--- src/design/plss_pkg.sv ---
package plss_pkg;

  localparam int Dims      = 4;
  localparam int CoordW    = 8;
  localparam int ExtW      = 9;
  localparam int StepW     = 16;
  localparam int MaxExtent = 256;
  localparam int ExtReset  = 8;
  localparam int DivSteps  = StepW;
  localparam int CntW      = $clog2(DivSteps);

  typedef enum logic [1:0] {
    CMD_MOVE   = 2'd0,
    CMD_OFFSET = 2'd1,
    CMD_SET    = 2'd2,
    CMD_NONE   = 2'd3
  } cmd_e;

  typedef enum logic [1:0] {
    ST_IDLE,
    ST_DIV,
    ST_FIN
  } state_e;

  typedef struct packed {
    logic [1:0]              command;
    logic [1:0]              direction;
    logic signed [StepW-1:0] step_count;
    logic [CoordW-1:0]       coordinate_value;
  } in_req_t;

  typedef struct packed {
    logic [CoordW-1:0] coord_0;
    logic [CoordW-1:0] coord_1;
    logic [CoordW-1:0] coord_2;
    logic [CoordW-1:0] coord_3;
    logic              range_error;
  } out_rsp_t;

  // extent zero counts as one, anything above the maximum saturates
  function automatic logic [ExtW-1:0] eff_extent(input logic [ExtW-1:0] raw);
    logic [ExtW-1:0] e;
    e = raw;
    if (raw == '0) begin
      e = ExtW'(1);
    end else if (raw > ExtW'(MaxExtent)) begin
      e = ExtW'(MaxExtent);
    end
    return e;
  endfunction

endpackage

--- src/design/periodic_lattice_site_stepper_unit.sv ---
// move and offset requests run from accept through the bit-serial remainder unit
// (one quotient bit per cycle) and then the final step that registers the result;
// set and unused commands go straight to the final step; one request in flight at a time
// a new request is taken only after the result of the last one has been registered,
// later while a stalled result holds the block in its last step
// reset: asynchronous active low, extents return to 8 and all coordinates to zero
module periodic_lattice_site_stepper_unit (
  input  logic                      clk_i,
  input  logic                      rst_ni,
  input  logic                      cfg_we_i,
  input  logic [1:0]                cfg_idx_i,
  input  logic [plss_pkg::ExtW-1:0] cfg_data_i,
  input  logic                      in_valid_i,
  output logic                      in_ready_o,
  input  plss_pkg::in_req_t         in_req_i,
  output logic                      out_valid_o,
  input  logic                      out_ready_i,
  output plss_pkg::out_rsp_t        out_rsp_o
);
  import plss_pkg::*;

  state_e              state_q, state_d;
  logic [ExtW-1:0]     extent_q [Dims];
  logic [CoordW-1:0]   coord_q  [Dims];
  logic [CoordW-1:0]   coord_d  [Dims];
  logic [1:0]          cmd_q, cmd_d;
  logic [1:0]          dir_q, dir_d;
  logic [CoordW-1:0]   val_q, val_d;
  logic [ExtW-1:0]     ext_q, ext_d;
  logic                neg_q, neg_d;
  logic [StepW-1:0]    dvd_q, dvd_d;
  logic [ExtW-1:0]     rem_q, rem_d;
  logic [CntW-1:0]     cnt_q, cnt_d;
  logic                out_valid_q, out_valid_d;
  out_rsp_t            out_q, out_d;

  logic                accept;
  logic                out_free;
  logic signed [StepW:0] sum;
  logic [StepW:0]      sum_neg;
  logic [ExtW:0]       trial;
  logic [ExtW:0]       diff;
  logic [ExtW-1:0]     wrapped;
  logic [CoordW-1:0]   view [Dims];
  logic                err;

  assign in_ready_o  = (state_q == ST_IDLE);
  assign accept      = in_valid_i && in_ready_o;
  assign out_free    = !out_valid_q || out_ready_i;
  assign out_valid_o = out_valid_q;
  assign out_rsp_o   = out_q;

  // signed sum of stored coordinate and step, then its magnitude
  assign sum     = $signed({{(StepW+1-CoordW){1'b0}}, coord_q[in_req_i.direction]})
                   + $signed({in_req_i.step_count[StepW-1], in_req_i.step_count});
  assign sum_neg = (StepW+1)'(-sum);

  // one restoring remainder step
  assign trial = {rem_q, dvd_q[StepW-1]};
  assign diff  = trial - {1'b0, ext_q};

  // floor modulo fix-up for a negative sum
  assign wrapped = (neg_q && rem_q != '0) ? (ext_q - rem_q) : rem_q;

  // extent registers
  always_ff @(posedge clk_i or negedge rst_ni) begin
    if (!rst_ni) begin
      for (int i = 0; i < Dims; i++) begin
        extent_q[i] <= ExtW'(ExtReset);
      end
    end else if (cfg_we_i) begin
      extent_q[cfg_idx_i] <= cfg_data_i;
    end
  end

  // control and site state
  always_ff @(posedge clk_i or negedge rst_ni) begin
    if (!rst_ni) begin
      state_q     <= ST_IDLE;
      out_valid_q <= 1'b0;
      cnt_q       <= '0;
      for (int i = 0; i < Dims; i++) begin
        coord_q[i] <= '0;
      end
    end else begin
      state_q     <= state_d;
      out_valid_q <= out_valid_d;
      cnt_q       <= cnt_d;
      coord_q     <= coord_d;
    end
  end

  // request and datapath registers
  always_ff @(posedge clk_i) begin
    cmd_q <= cmd_d;
    dir_q <= dir_d;
    val_q <= val_d;
    ext_q <= ext_d;
    neg_q <= neg_d;
    dvd_q <= dvd_d;
    rem_q <= rem_d;
    out_q <= out_d;
  end

  // sequencer and result assembly
  always_comb begin
    state_d     = state_q;
    cmd_d       = cmd_q;
    dir_d       = dir_q;
    val_d       = val_q;
    ext_d       = ext_q;
    neg_d       = neg_q;
    dvd_d       = dvd_q;
    rem_d       = rem_q;
    cnt_d       = cnt_q;
    coord_d     = coord_q;
    out_d       = out_q;
    out_valid_d = out_valid_q && !out_ready_i;
    view        = coord_q;
    err         = 1'b0;

    case (state_q)
      ST_IDLE: begin
        if (accept) begin
          cmd_d = in_req_i.command;
          dir_d = in_req_i.direction;
          val_d = in_req_i.coordinate_value;
          ext_d = eff_extent(extent_q[in_req_i.direction]);
          neg_d = sum[StepW];
          dvd_d = sum[StepW] ? sum_neg[StepW-1:0] : sum[StepW-1:0];
          rem_d = '0;
          cnt_d = '0;
          if (in_req_i.command == CMD_MOVE || in_req_i.command == CMD_OFFSET) begin
            state_d = ST_DIV;
          end else begin
            state_d = ST_FIN;
          end
        end
      end
      ST_DIV: begin
        rem_d = (trial >= {1'b0, ext_q}) ? diff[ExtW-1:0] : trial[ExtW-1:0];
        dvd_d = {dvd_q[StepW-2:0], 1'b0};
        cnt_d = cnt_q + CntW'(1);
        if (cnt_q == CntW'(DivSteps - 1)) begin
          state_d = ST_FIN;
        end
      end
      ST_FIN: begin
        case (cmd_q)
          CMD_MOVE: begin
            coord_d[dir_q] = wrapped[CoordW-1:0];
            view[dir_q]    = wrapped[CoordW-1:0];
          end
          CMD_OFFSET: begin
            view[dir_q] = wrapped[CoordW-1:0];
          end
          CMD_SET: begin
            if ({1'b0, val_q} < ext_q) begin
              coord_d[dir_q] = val_q;
              view[dir_q]    = val_q;
            end else begin
              err = 1'b1;
            end
          end
          default: begin
          end
        endcase
        if (out_free) begin
          out_d.coord_0     = view[0];
          out_d.coord_1     = view[1];
          out_d.coord_2     = view[2];
          out_d.coord_3     = view[3];
          out_d.range_error = err;
          out_valid_d       = 1'b1;
          state_d           = ST_IDLE;
        end else begin
          coord_d = coord_q;
        end
      end
      default: begin
        state_d = ST_IDLE;
      end
    endcase
  end

endmodule

--- config.mk ---
export PLATFORM = sky130hd
export DESIGN_NAME = periodic_lattice_site_stepper_unit
export DESIGN_NICKNAME = d
export VERILOG_FILES = /design/src/design/plss_pkg.sv /design/src/design/periodic_lattice_site_stepper_unit.sv
export SDC_FILE = /design/constraint.sdc
export NUM_CORES = 1
export LEC_CHECK = 0
export ABC_AREA = 0
export BUFFER_PORTS_ARGS = -buffer_cell sky130_fd_sc_hd__buf_2
export CAP_MARGIN = 25
export CORE_ASPECT_RATIO = 1.75
export CORE_MARGIN = 3
export CORE_UTILIZATION = 50
export CTS_CLUSTER_DIAMETER = 200
export DETAILED_ROUTE_END_ITERATION = 8
export PLACE_DENSITY_LB_ADDON = 0.05
export REMOVE_ABC_BUFFERS = 1
export SKIP_LAST_GASP = 1
export SYNTH_ARGS = -nofsm -noshare
export SYNTH_HDL_FRONTEND = slang
export SYNTH_SLANG_ARGS = --single-unit
--- constraint.sdc ---
create_clock -name clk_i -period 7.3 [get_ports clk_i]
set_input_delay 1.095 -clock clk_i [delete_from_list [all_inputs] [get_ports clk_i]]
set_output_delay 1.095 -clock clk_i [all_outputs]
set_load 0.01 [all_outputs]
Word-level counts from Yosys, hierarchy flattened
Index checks and enable logic that the tools add are counted.

$add $sub $neg: 5. Magnitude comparators: 8. Eq/ne operators: 9. Muxes and demuxes: 34. Bitwise gates (word level): 3. Reduce and logical (&&, ||, !) cells: 23.

Operators with widths (number): case mux 32 bit (2 select lines) (2); bitwise mux 32 bit (2); two-way mux 9 bit (6); bitwise mux 36 bit (1); two-way mux 16 bit (2); two-way mux 32 bit (1); two-way mux 8 bit (4); case mux 16 bit (2 select lines) (1); binary-select mux 9 bit (select 2 bit) (1); demux 9 bit (select 2 bit) (1); case mux 9 bit (2 select lines) (1); adder 9 x 16 -> 17 bit (1); binary-select mux 8 bit (select 2 bit) (1); demux 8 bit (select 2 bit) (1); negation 16 bit (1); greater-or-equal comparator 10 x 9 -> 1 bit (1); greater-or-equal comparator 3 bit, second input constant (3); greater-than comparator 9 bit, second input constant (1); zero test 9 bit (1); < comparator 8 x 9 -> 1 bit (1); inverter 2 -> 3 bit (3); nonzero test 9 bit (1); subtractor 9 bit (1); two-way mux 2 bit (4); other kinds (20) (40).

Register bits: 155. Bits of input ports: 44. Output and inout port bits: 35. Word-level logic and storage cells: 106.

Logic depth before layout (Yosys ltp)
Word-level depth: 9. Mapped depth: 14. Depth with buffers taken out: 12.

Worst setup path before layout
No wires, ideal clock.

Kind: in2reg. Start: input in_req_i[24] (netlist bit). End: register dvd_q[11], data pin. Library setup time: 257 ps. Arrival: 5273 ps. Required time: 7043 ps. Setup slack: 1770 ps. Stages on the path: 13. Path through: clkbuf_1 > buf_1 > mux4_2 > ha_1 > fa_1 > a211oi_2 > nor2_1 > xnor2_1 > or4_4 > or4_4 > mux2i_1 > mux2i_1 > nand2_1.

Word-level cells in the longest chain between the ends: 9.

Ends and longest elaborated chain: start, declared (line periodic_lattice_site_stepper_unit.sv:15) `input plss_pkg::in_req_t in_req_i,`; inverter 2 -> 3 bit (implied by the code) (*) (line periodic_lattice_site_stepper_unit.sv:54) `assign sum = $signed({{(StepW+1-CoordW){1'b0}}, coord_q[in_req_i.direction]})`; binary-select mux 8 bit (select 2 bit) (*) (line periodic_lattice_site_stepper_unit.sv:54); two-way mux 8 bit (implied by the code) (*) (2 in series) (line periodic_lattice_site_stepper_unit.sv:54); adder 9 x 16 -> 17 bit (*) (line periodic_lattice_site_stepper_unit.sv:55) `+ $signed({in_req_i.step_count[StepW-1], in_req_i.step_count});`; negation 16 bit (line periodic_lattice_site_stepper_unit.sv:56) `assign sum_neg = (StepW+1)'(-sum);`; two-way mux 16 bit (*) (line periodic_lattice_site_stepper_unit.sv:130) `dvd_d = sum[StepW] ? sum_neg[StepW-1:0] : sum[StepW-1:0];`; two-way mux 16 bit (*) (line periodic_lattice_site_stepper_unit.sv:124) `if (accept) begin`; case mux 16 bit (2 select lines) (*) (line periodic_lattice_site_stepper_unit.sv:122) `case (state_q)`; named net dvd_d[11] (line periodic_lattice_site_stepper_unit.sv:31) `logic [StepW-1:0] dvd_q, dvd_d;`; end signal, assigned (line periodic_lattice_site_stepper_unit.sv:100) `dvd_q <= dvd_d;`; end, declared (line periodic_lattice_site_stepper_unit.sv:31).

Mark *: on every way through the listed nets, which the timed path passes. The rest lies on a longest branch. The select of a mux whose other input is x is not followed. A chain may end at the register's enable or synchronous reset.

Worst setup path after layout
Start: input in_req_i[24] (netlist bit). End: register dvd_q[15], data pin.

Same word-level chain as after synthesis.

==> flow_summary.toml <==
[status]
status = "completed"

[sta]
setup_tns_ns = 0
hold_violations = 0
setup_viol = 0
max_slew_margin = 0.334
slew_violations = 0
final.setup_skew_ns = 0.00924
max_freq_mhz = 213
fin_crit_ns = 4.70
fin_crit_sh = 0.644
rsz0062_at_grt = "false"
tightest_slew_ns = 0.989

[finish]
design_area_um2 = 10800
utilization = 0.578
area_growth_syn_to_layout_pct = 12.8
num_antenna_cells = 0
instances_no_fill = 1206
drive_above_1_share = 0.209
nets = 1037

[place]
dpl-instance-area_um2 = 10100
dp.cells = 1171
numPortBuffers = 78
place.gp.congestion = 0.931
dp_hpwl_mm = 20.0

[run]
drv_cap = 0

[clocking]
cts_sinks = 155
clk_pin_slew_ns = 0.06
cts_hold_buf = 0
cts_tree = "built"
clock_path_buffers = 2
htree_levels = 4
cts-root-buf = "clkbuf_16"
post_cts_buffers = 0
cts_resized = 0
numCtsBuffers = 17
clkLatencyLatePin_ns = 0.43

[power_and_ir_drop]
vdd_drop_max_uv = 175
power_density_nw_per_um2 = 429
p_total_mw = 4.63
leakage_nw = 4.32

[global_route]
grt_use_total = 0.259
grt_pass1_wl_mm = 42.3
grt_pass1_vias = 7784
antenna_found_initial = 0
grt_max_degree = 76
grt-ovfl-total = 0

[floorplan]
placementRows = 66
die_w_um = 111
coreArea_um2 = 18700
pin_count = 79
fp.dieH_um = 189
die-area_um2 = 20900
initial_core_util = 0.512

[synth]
synth_mux_area_frac = 0.141
async_reset_ff_frac = 0.484
synth_compound_gate_area_share = 0.170
synth_edf_count = 80
ys_ff_latch = 155
synth.avg_cell_area_um2 = 10.6
synthSimpleGateAreaFrac = 0.123
synth-main-ff-cell = "edfxtp_1"
yosys.area_share.adder = 0.0521
seq_area_frac_synth = 0.448
syn_inst = 899
synth_xor_area_frac = 0.0284
syn_area_um2 = 9560
synth_cell_types = 76
synth_top_family_by_area = "compound AO/OA/AOI/OAI gates"
synth_warnings = 0

[drt]
drt_first_pass_iters = 5
avgRoutedWirePerCell_um = 22.2
vias = 7515
drt-vias-per-instance = 6.23
drc = 0
first_iter_violations = 470
drt-total-wl_mm = 26.8
drtAntennaViolNets = 0

[critical_path]
cp.required_ns = 7.47
end_kind = "flop"
critical_path_class = "primary input to flop"
critPathBufInv = 1
worst-endpoint-arrival_ns = 4.87
startpoint_type = "primary input"
critPathTopFamily = "simple AND/OR/NAND/NOR gates"
critPathMaxFanout = 9
cpMaxStageDelayCell = "or4_4"
max_stage_delay_ns = 0.57
path_cells = "buf_2 -> mux4_2 -> ha_1 -> fa_1 -> a211oi_2 -> nor2_1 -> xnor2_1 -> or4_4 -> or4_4 -> o31ai_2 -> xnor2_1 -> o21ai_1"

[hold_path]
hp-class = "flop to flop"
metrics by stage:
| stage | setup slack (ns) | hold WS (ns) |
|---|---|---|
| after global routing | 2.40 | 0.525 |
| after detailed placement | 2.16 | 0.491 |
| after CTS | 2.60 | 0.505 |
| final | 2.60 | 0.502 |
| after floorplan | 2.78 | 0.468 |
| after global placement | 2.20 | 0.481 |
sequential cells by signal, summed over array words and instances, names as in the netlist:
| name | cells |
|---|---|
| rem_q | 9 |
| state_q | 2 |
| cnt_q | 4 |
| ext_q | 9 |
| neg_q | 1 |
| dir_q | 2 |
| coord_q | 32 |
| out_rsp_o | 33 |
| out_valid_o | 1 |
| cmd_q | 2 |
| dvd_q | 16 |
| extent_q | 36 |
| val_q | 8 |
synthesized netlist by cell type (18+ instances only):
cell type  instances  area share
dfrtp_1           71        0.19
nand2_1           48       0.019
and2_1            18       0.012
mux2i_1           51       0.053
nor2_1            61       0.024
inv_1             43       0.017
xnor2_1           21       0.019
clkbuf_1          42       0.016
a21oi_1           68       0.036
edfxtp_1          80        0.25
ha_1              35       0.046
o21ai_0           48       0.025
mux2_2            40       0.047
worst paths after layout:
path / from / endpoint / slack (ns) / cells past startpoint
max: in_req_i[24] / dvd_q[15] / 2.60 / 12
min: extent_q[20] / extent_q[20] / 0.50 / 1
max reg2reg: coord_q[0] / dvd_q[15] / 3.21 / 11
min reg2reg: extent_q[20] / extent_q[20] / 0.50 / 1
max in group asynchronous: rst_ni / extent_q[3] / 6.10 / 2
min in group asynchronous: rst_ni / extent_q[22] / 0.59 / 1
area by class of cell:
type	count	area [um2]
Timing Repair Buffer	87	500
Multi-Input combinational cell	651	4930
Clock buffer	19	433
Fill cell	1626	7890
Tap cell	238	298
Inverter	43	161
Clock inverter	13	166
Sequential cell	155	4280
kinds of logic (layout without fill, tap and decap cells):
group                      count (synthesis)  count (layout)
DFF                                      155             155
muxes                                    108             108
adders and majority gates                 38              38
buffers and inverters                     93             162
and+or+nand+nor                          230             230
AOI/OAI and AO/OA                        244             244
xor gates and xnor gates                  31              31
layout by cell type (no fill, tap or decap), types with 11 or more instances in the layout:
| cell | instances |
|---|---|
| inv_1 | 43 |
| xnor2_1 | 21 |
| nand2b_1 | 14 |
| nor3_1 | 13 |
| a21oi_1 | 68 |
| nand3_1 | 15 |
| dfrtp_1 | 71 |
| nand2_1 | 48 |
| edfxtp_1 | 80 |
| mux4_2 | 17 |
| o21ai_0 | 48 |
| nor2b_1 | 11 |
| mux2i_1 | 51 |
| nor2_1 | 60 |
| buf_2 | 77 |
| ha_1 | 35 |
| and2_1 | 18 |
| clkbuf_16 | 17 |
| mux2_2 | 40 |
where the power goes:
group	internal, mW	switching, mW
logic	0.851	1.27
registers	1.33	0.273
clock network	0.540	0.366
metal layers:
metal / vias to the layer above / GRT usage / part of all wire
met1: 3699 / 0.276 / 0.36
met3: 57 / 0.0387 / 0.039
met5: - / 0 / 0
li1: 3498 / - / -
met2: 261 / 0.502 / 0.56
met4: 0 / 0.110 / 0.032
Note: power is estimated with default switching activity, not from simulation.
